## config.mk

```make
export PLATFORM = sky130hd
export DESIGN_NAME = rssi_median_proximity_classifier
export DESIGN_NICKNAME = d
export VERILOG_FILES = /design/src/hw/rtl/rmpc_pkg.sv /design/src/hw/rtl/rmpc_median.sv /design/src/hw/rtl/rssi_median_proximity_classifier.sv
export SDC_FILE = /design/constraint.sdc
export NUM_CORES = 1
export LEC_CHECK = 0
export ABC_AREA = 1
export BUFFER_PORTS_ARGS = -buffer_cell sky130_fd_sc_hd__clkbuf_2
export CORE_ASPECT_RATIO = 1.4
export CORE_MARGIN = 2
export CORE_UTILIZATION = 65
export DETAILED_ROUTE_END_ITERATION = 8
export PLACE_DENSITY_LB_ADDON = 0.3
export SETUP_SLACK_MARGIN = 0.3
export SLEW_MARGIN = 25
export SYNTH_ARGS = -nofsm -noshare
export SYNTH_HDL_FRONTEND = slang
export SYNTH_SLANG_ARGS = --single-unit
```

## constraint.sdc

```tcl
create_clock -name clk -period 17.4 [get_ports clk]
set_clock_uncertainty 0.1 [all_clocks]
set_input_delay 5.22 -clock clk [delete_from_list [all_inputs] [get_ports clk]]
set_output_delay 5.22 -clock clk [all_outputs]
set_load 0.01 [all_outputs]
```

## src/hw/rtl/rmpc_pkg.sv

```systemverilog
// ----------------------------------------------------------------------------
// rmpc_pkg
// Shared types and constants of the RSSI median proximity classifier.
// ----------------------------------------------------------------------------
package rmpc_pkg;

  typedef logic signed [7:0] sample_t;

  localparam int COUNT_W = 3;
  typedef logic [COUNT_W-1:0] count_t;

  typedef enum logic [1:0] {
    CLASS_NEAR    = 2'd0,
    CLASS_MID     = 2'd1,
    CLASS_FAR     = 2'd2,
    CLASS_UNKNOWN = 2'd3
  } proximity_t;

  typedef enum logic {
    OP_PUSH  = 1'b0,
    OP_CLEAR = 1'b1
  } op_t;

  localparam int REG_ADDR_W = 2;
  localparam logic [REG_ADDR_W-1:0] REG_NEAR = 2'd0;
  localparam logic [REG_ADDR_W-1:0] REG_MID  = 2'd1;
  localparam logic [REG_ADDR_W-1:0] REG_FAR  = 2'd2;

  localparam sample_t RING_INIT  = -8'sd85;
  localparam sample_t NEAR_RESET = -8'sd60;
  localparam sample_t MID_RESET  = -8'sd75;
  localparam sample_t FAR_RESET  = -8'sd90;

endpackage

```

## src/hw/rtl/rmpc_median.sv

```systemverilog
// ----------------------------------------------------------------------------
// rmpc_median
// Picks the element of rank count/2 among the first count window entries,
// using a parallel rank network; returns the empty value when count is zero.
// ----------------------------------------------------------------------------
module rmpc_median import rmpc_pkg::*; #(
  parameter int WINDOW = 5
) (
  input  sample_t window [WINDOW],
  input  count_t  count,
  input  sample_t empty_value,
  output sample_t median
);

  count_t rank [WINDOW];
  count_t target;

  assign target = count >> 1;

  always_comb begin
    for (int i = 0; i < WINDOW; i++) begin
      rank[i] = '0;
      for (int j = 0; j < WINDOW; j++) begin
        if (j != i && COUNT_W'(j) < count) begin
          if (window[j] < window[i] || (window[j] == window[i] && j < i)) begin
            rank[i] = rank[i] + COUNT_W'(1);
          end
        end
      end
    end
  end

  always_comb begin
    median = empty_value;
    for (int i = 0; i < WINDOW; i++) begin
      if (COUNT_W'(i) < count && rank[i] == target) begin
        median = window[i];
      end
    end
  end

endmodule

```

## src/hw/rtl/rssi_median_proximity_classifier.sv

```systemverilog
// ----------------------------------------------------------------------------
// rssi_median_proximity_classifier
// Median filter over the last WINDOW RSSI samples with a proximity class.
// ----------------------------------------------------------------------------
// Each transaction on the input stream pushes one sample or clears the window,
// and yields exactly one result: the median of the held samples, its class
// against the near, mid and far thresholds, and the number of samples held.
// One transaction is accepted each clock cycle unless a result is stalled;
// it passes an input register, then a result register, with the window
// update and rank network between. The user must write thresholds via the
// configuration port only while the stream is idle; the block does not enforce it.
module rssi_median_proximity_classifier import rmpc_pkg::*; #(
  parameter int WINDOW = 5
) (
  input  logic                  clk,
  input  logic                  rst,
  input  logic                  s_tvalid,
  output logic                  s_tready,
  input  logic [7:0]            s_tdata,   // [7:0] sample
  input  logic                  s_tuser,   // [0] op
  output logic                  m_tvalid,
  input  logic                  m_tready,
  output logic [15:0]           m_tdata,   // [7:0] filtered_rssi, [9:8] proximity,
                                           // [12:10] filled, [15:13] zero
  input  logic                  cfg_we,
  input  logic [REG_ADDR_W-1:0] cfg_addr,
  input  logic [7:0]            cfg_wdata
);

  localparam int IDX_W = (WINDOW > 1) ? $clog2(WINDOW) : 1;

  sample_t near_threshold;
  sample_t mid_threshold;
  sample_t far_threshold;

  logic    in_valid;
  op_t     in_op;
  sample_t in_sample;

  sample_t              ring [WINDOW];
  sample_t              ring_next [WINDOW];
  logic [IDX_W-1:0]     write_slot;
  logic [IDX_W-1:0]     write_slot_next;
  count_t               fill_count;
  count_t               fill_count_next;

  sample_t    median;
  proximity_t proximity;
  logic       advance;

  always_ff @(posedge clk) begin
    if (rst) begin
      near_threshold <= NEAR_RESET;
      mid_threshold  <= MID_RESET;
      far_threshold  <= FAR_RESET;
    end else if (cfg_we) begin
      unique case (cfg_addr)
        REG_NEAR: near_threshold <= cfg_wdata;
        REG_MID:  mid_threshold  <= cfg_wdata;
        REG_FAR:  far_threshold  <= cfg_wdata;
        default: ;
      endcase
    end
  end

  assign advance  = !m_tvalid || m_tready;
  assign s_tready = !in_valid || advance;

  always_ff @(posedge clk) begin
    if (rst) begin
      in_valid <= 1'b0;
    end else if (s_tready) begin
      in_valid <= s_tvalid;
    end
  end

  always_ff @(posedge clk) begin
    if (s_tready && s_tvalid) begin
      in_op     <= op_t'(s_tuser);
      in_sample <= s_tdata;
    end
  end

  always_comb begin
    ring_next       = ring;
    write_slot_next = write_slot;
    fill_count_next = fill_count;
    unique case (in_op)
      OP_PUSH: begin
        ring_next[write_slot] = in_sample;
        if (write_slot == IDX_W'(WINDOW - 1)) begin
          write_slot_next = '0;
        end else begin
          write_slot_next = write_slot + IDX_W'(1);
        end
        if (fill_count < COUNT_W'(WINDOW)) begin
          fill_count_next = fill_count + COUNT_W'(1);
        end
      end
      OP_CLEAR: begin
        for (int i = 0; i < WINDOW; i++) begin
          ring_next[i] = far_threshold;
        end
        write_slot_next = '0;
        fill_count_next = '0;
      end
      default: ;
    endcase
  end

  rmpc_median #(
    .WINDOW(WINDOW)
  ) u_median (
    .window     (ring_next),
    .count      (fill_count_next),
    .empty_value(far_threshold),
    .median     (median)
  );

  always_comb begin
    priority if (median >= near_threshold) begin
      proximity = CLASS_NEAR;
    end else if (median >= mid_threshold) begin
      proximity = CLASS_MID;
    end else if (median >= far_threshold) begin
      proximity = CLASS_FAR;
    end else begin
      proximity = CLASS_UNKNOWN;
    end
  end

  always_ff @(posedge clk) begin
    if (rst) begin
      for (int i = 0; i < WINDOW; i++) begin
        ring[i] <= RING_INIT;
      end
      write_slot <= '0;
      fill_count <= '0;
      m_tvalid   <= 1'b0;
    end else if (advance) begin
      m_tvalid <= in_valid;
      if (in_valid) begin
        ring       <= ring_next;
        write_slot <= write_slot_next;
        fill_count <= fill_count_next;
      end
    end
  end

  always_ff @(posedge clk) begin
    if (advance && in_valid) begin
      m_tdata <= {3'b000, fill_count_next, proximity, median};
    end
  end

endmodule

```

# Yosys cells after proc, flatten, opt, wreduce, memory -nomap -nowiden
# Index checks and enable logic that the tools add are counted.
dict set report word_totals {
  reg_bits 94
  input_bits 24
  output_inout_bits 18
  word_cells 168
}
dict set report op_classes {
  addsub 17
  order_cmp 31
  eq_ne 18
  n_mux 55
  bitwise_logic 2
  n_reduce_logical 28
}
# cell count
set op_table {}
lappend op_table {{< comparator 8 bit} 20}
lappend op_table {{2-to-1 mux 3 bit} 33}
lappend op_table {{equality test 8 bit} 10}
lappend op_table {{one-hot mux 40 bit (2 select lines)} 1}
lappend op_table {{2-to-1 mux 8 bit} 6}
lappend op_table {{adder 3 x 1 -> 3 bit, second input constant} 15}
lappend op_table {{bitwise mux 40 bit} 1}
lappend op_table {{demux 8 bit (select 3 bit)} 1}
lappend op_table {{>= comparator 8 bit} 3}
lappend op_table {{equality test 3 x 2 -> 1 bit} 5}
lappend op_table {{logical OR 1 bit} 12}
lappend op_table {{one-hot mux 3 bit (2 select lines)} 2}
lappend op_table {{2-to-1 mux 1 bit} 11}
lappend op_table {{logical AND 1 bit} 8}
lappend op_table {{AND reduction 2 bit} 4}
lappend op_table {{< comparator 1 x 3 -> 1 bit, first input constant} 2}
lappend op_table {{< comparator 2 x 3 -> 1 bit, first input constant} 2}
lappend op_table {{adder 1 x 1 -> 2 bit, second input constant} 2}
lappend op_table {{>= comparator 4 bit, second input constant} 1}
lappend op_table {{< comparator 4 x 1 -> 1 bit, second input constant} 1}
lappend op_table {{NOT 3 -> 4 bit} 1}
lappend op_table {{equality test 3 bit, second input constant} 1}
lappend op_table {{< comparator 3 bit, first input constant} 1}
lappend op_table {{< comparator 3 bit, second input constant} 1}
lappend op_table {{other kinds (6)} 7}

# Depth between registers and ports, before layout
dict set report depth {
  ltp_word 29
  depth_mapped 51
  depth_no_buf 51
}

# Modules after synthesis
# From an unflattened synthesis, not the netlist that was laid out.
dict set report unflattened {
  cells_unflattened 1249
  area_unflattened_um2 8560.7
}
# mod instances cells_per_inst area_each_um2 seq_area_each_um2
set by_module_without_submodules {}
lappend by_module_without_submodules {rssi_median_proximity_classifier 1 618 4852.2 2102.0}
lappend by_module_without_submodules {rmpc_median 1 631 3708.6 0.0}

# Least setup slack after synthesis
# Ideal clock, no wire load.
dict set report synth_path {
  path_type {input-to-output}
  from {input m_tready}
  to {output s_tready}
  t_arrival_ps 5404
  t_required_ps 12080
  setup_slack_ps 6676
  path_stages 2
  n_path_buf 0
  cell_sequence {inv_1 > nand3_1}
}
dict set report synth_between {
  elab_chain_len 2
}
# element line
set synth_rtl {}
lappend synth_rtl {{start, declared} rssi_median_proximity_classifier.sv:22} ;# input logic m_tready,
lappend synth_rtl {{logical OR 1 bit} rssi_median_proximity_classifier.sv:66} ;# assign advance = !m_tvalid || m_tready;
lappend synth_rtl {{logical OR 1 bit} rssi_median_proximity_classifier.sv:67} ;# assign s_tready = !in_valid || advance;
lappend synth_rtl {{end, declared} rssi_median_proximity_classifier.sv:18} ;# output logic s_tready,
# No other way between the ends.

# Worst setup path in the final report
# Same ends and word-level chain as after synthesis.

==> impl_table.tex <==
\begin{tabular}{lr}
\hline
Metric & Value \\
\hline
\multicolumn{2}{l}{\textbf{Run status}} \\
\quad Run status & complete, no violations \\
\multicolumn{2}{l}{\textbf{Timing}} \\
\quad Final hold slack & 0.369 ns \\
\quad Number of max-slew violations in the final report & 0 \\
\quad Final number of hold-violating endpoints & 0 \\
\quad \# setup viols final & 0 \\
\quad Max-slew headroom at the worst pin & 31.8\% \\
\quad Final critical-path required period & 10.95 ns \\
\quad Total negative setup slack & 0 ns \\
\quad Worst Tran Pin Value & 1.02 ns \\
\quad Unrepaired setup endpoints after global routing & false \\
\quad Maximum operating frequency & 91.3 MHz \\
\quad Post-route clock period utilization & 62.9\% \\
\multicolumn{2}{l}{\textbf{Synthesis}} \\
\quad Number of flops mapped to enable cells by yosys & 22 \\
\quad Ys async rst share & 0\% \\
\quad Cell variety after synth & 51 \\
\quad Ys Warns & 0 \\
\quad Mapped cell area & 8200 µm² \\
\quad Synthesized flop and latch total & 94 \\
\quad Predominant post-synthesis flop cell & dfxtp\_1 \\
\quad Part of the Yosys area used for sequential elements & 25.6\% \\
\quad Average cell area after synthesis & 6.96 µm² \\
\quad Cell count after synthesis & 1,178 \\
\multicolumn{2}{l}{\textbf{Finish}} \\
\quad Net count of the finished layout & 1,338 \\
\quad Layout cell share with drive strength beyond 1 & 8.62\% \\
\quad Commonest non-fill, non-tap cells in the layout & nand2\_1, inv\_1, ha\_1 \\
\quad Multi-input gate area in the final layout & 5180 µm² \\
\quad Leading cell type in the layout, fill and taps excluded & nand2\_1 \\
\quad Reg area & 2100 µm² \\
\quad Number of antenna repair diodes & 0 \\
\quad Final instance area & 8750 µm² \\
\quad Number of inserted filler cells in the final layout & 1,064 \\
\quad Synth-to-layout area growth & 6.72\% \\
\multicolumn{2}{l}{\textbf{Setup path}} \\
\quad Worst-path fanout max & 3 \\
\quad Cell repeated most along the worst path & clkbuf\_2 \\
\quad Sum of buffers and inverters on the critical path & 3 \\
\quad Class of the most critical setup path & in -> out \\
\quad Data required time at the worst endpoint & 12.08 ns \\
\quad Stage delay of the slowest cell on the critical path & 0.14 ns \\
\quad Startpoint class of the critical path & input pin \\
\quad Top delay family on crit path & buffers and inverters \\
\quad Kind of capture point of the worst setup path & output pin \\
\quad Levels on crit path & 4 \\
\quad Master of the slowest instance on the critical path & clkbuf\_2 \\
\quad Worst endpoint data arrival time & 5.63 ns \\
\quad Number of cells traversed by the worst register-to-register path & 41 \\
\quad Cell Chain, Critical Path & clkbuf\_2 -> inv\_1 -> nand3\_1 -> clkbuf\_2 \\
\multicolumn{2}{l}{\textbf{Die}} \\
\quad Floorplan die height & 137 µm \\
\quad I/O pin total & 42 \\
\quad Die Area & 13,500 µm² \\
\quad Effective utilization at floorplan & 66.6\% \\
\quad Die span in x & 98.9 µm \\
\quad Number of rows in the core area & 48 \\
\quad Placeable core region & 12,300 µm² \\
\multicolumn{2}{l}{\textbf{Pwr}} \\
\quad Maximum vdd drop & 0.0945 mV \\
\quad Power density cells & 94.3 nW/µm² \\
\quad Total leakage power & 4.55 nW \\
\multicolumn{2}{l}{\textbf{Route}} \\
\quad Routed wire length & 23,300 µm \\
\quad Sum of routed wire segments on met1 & 9010 µm \\
\quad Met2 layer wire length in the routed design & 11,200 µm \\
\quad Via-per-instance ratio & 5.97 \\
\quad Met3 Routed Length & 1460 µm \\
\quad Iter 0 DRT Violations & 659 \\
\quad Highest routing layer actually used & met4 \\
\quad Antenna Nets Post-Route & 0 \\
\quad Post-DR wirelength/cell & 17.2 µm \\
\quad Remaining routing DRC violations & 0 \\
\quad TritonRoute pass-1 iters & 6 \\
\quad Routed via count & 8,100 \\
\multicolumn{2}{l}{\textbf{CTS}} \\
\quad Number of buffers inserted to repair setup after CTS & 0 \\
\quad CTS sink count & 94 \\
\quad Clock root buffer master & clkbuf\_16 \\
\quad Clock input transition at the sequential cells of the worst setup and hold paths & 0.07 ns \\
\quad Maximum buffer depth of the clock tree & 2 \\
\quad H-tree level count & 3 \\
\quad Total clock buffers created by CTS & 9 \\
\quad Hold buffer count at CTS & 0 \\
\quad Number of gates resized after CTS & 0 \\
\quad CTS tree & built \\
\quad Clk\_lat worst skew & 0.34 ns \\
\multicolumn{2}{l}{\textbf{Placed design}} \\
\quad RePlAce Congestion & 0.990 \\
\quad HPWL reported at the end of detailed placement & 18,200 µm \\
\quad Post-placement cell area & 8460 µm² \\
\quad Port Buf Inserts & 38 \\
\multicolumn{2}{l}{\textbf{Global routing}} \\
\quad Tot GR Track Use & 34.8\% \\
\quad GRT overflow & 0 \\
\quad Vias in the first global route & 7,456 \\
\quad Maximum number of pins on one net before global-route repair & 79 \\
\quad First-pass GRT wire length & 37,200 µm \\
\quad Antenna violations before repair & 0 \\
\multicolumn{2}{l}{\textbf{Worst hold path}} \\
\quad Class of the tightest hold or removal check & reg -> reg \\
\quad Worst Hold Path Cells & 2 \\
\multicolumn{2}{l}{\textbf{Flow run}} \\
\quad Reported max-cap violation count & 0 \\
\hline
\end{tabular}
through the flow:
step | power, W | instances | setup WS, ns | util [%]
after CTS | 0.000819 | 1356 | 6.45 | 71.0
after detailed placement | 0.000626 | 1340 | 6.45 | 68.7
after global placement | 0.000613 | 1340 | 6.49 | 68.7
after floorplan | 0.000533 | 1180 | 6.68 | -
final | 0.000825 | 1356 | 6.45 | 71.1
after global routing | 0.000887 | 1356 | 6.40 | 71.1
worst paths after layout:
| kind | start | to | slack, ns |
|---|---|---|---|
| worst max-delay path | m_tready | s_tready | 6.45 |
| worst max register to register | in_op | m_tdata[8] | 8.91 |
| worst min-delay path | ring[19] | ring[19] | 0.37 |
| worst min register to register | ring[19] | ring[19] | 0.37 |
worst min-delay path: stages, from the launching register on:
cell     delay, ns
dfxtp_1       0.33
a21oi_1       0.06
o21ai_0       0.06
synth_stat cells (21+ instances only):
master	instances	area, µm²
nor2_1	71	267
nand2_1	223	837
dfxtp_1	72	1440
inv_1	191	717
o211ai_1	24	180
a21oi_1	107	536
nand4_1	23	144
edfxtp_1	22	661
clkbuf_1	21	78.8
nand3_1	61	305
o21ai_0	112	561
ha_1	113	1410
sequential cells by signal, summed over array words and instances, names as in the netlist:
name	count
m_tvalid	1
mid_threshold	8
ring	40
in_op	1
far_threshold	8
near_threshold	8
fill_count	3
in_valid	1
in_sample	8
m_tdata	13
write_slot	3
routing by layer:
metal	GRT usage (%)	vias up
met5	0	-
met4	21.8	0
met3	4.24	101
met2	59.9	351
met1	40.8	3649
li1	-	3999
report_power, final:
group / total, W / internal (W) / switching (W) / leakage, nW
clock: 0.000193 / 0.0000991 / 0.0000940 / 0.136
sequential: 0.000254 / 0.000245 / 0.00000936 / 0.802
combinational: 0.000378 / 0.000134 / 0.000244 / 3.61
total: 0.000825 / 0.000477 / 0.000347 / 4.55
logic make-up after synthesis:
| family | share of synthesized area, % |
|---|---|
| AND/OR/NAND/NOR | 22.3 |
| AO/OA/AOI/OAI | 20.8 |
| buffers and inverters | 11.3 |
| adder cells (fa/ha/maj) | 17.2 |
| flip-flops | 25.6 |
| XOR/XNOR | 2.59 |
| other | 0.0457 |
area by class of cell:
cell class / count / area share, %
Sequential cell: 94 / 24.0
Inverter: 202 / 8.70
Timing Repair Buffer: 44 / 2.69
Clock buffer: 9 / 2.57
Multi-Input combinational cell: 850 / 59.2
Clock inverter: 7 / 0.644
Tap cell: 150 / 2.15
(Power assumes the default switching activity.)
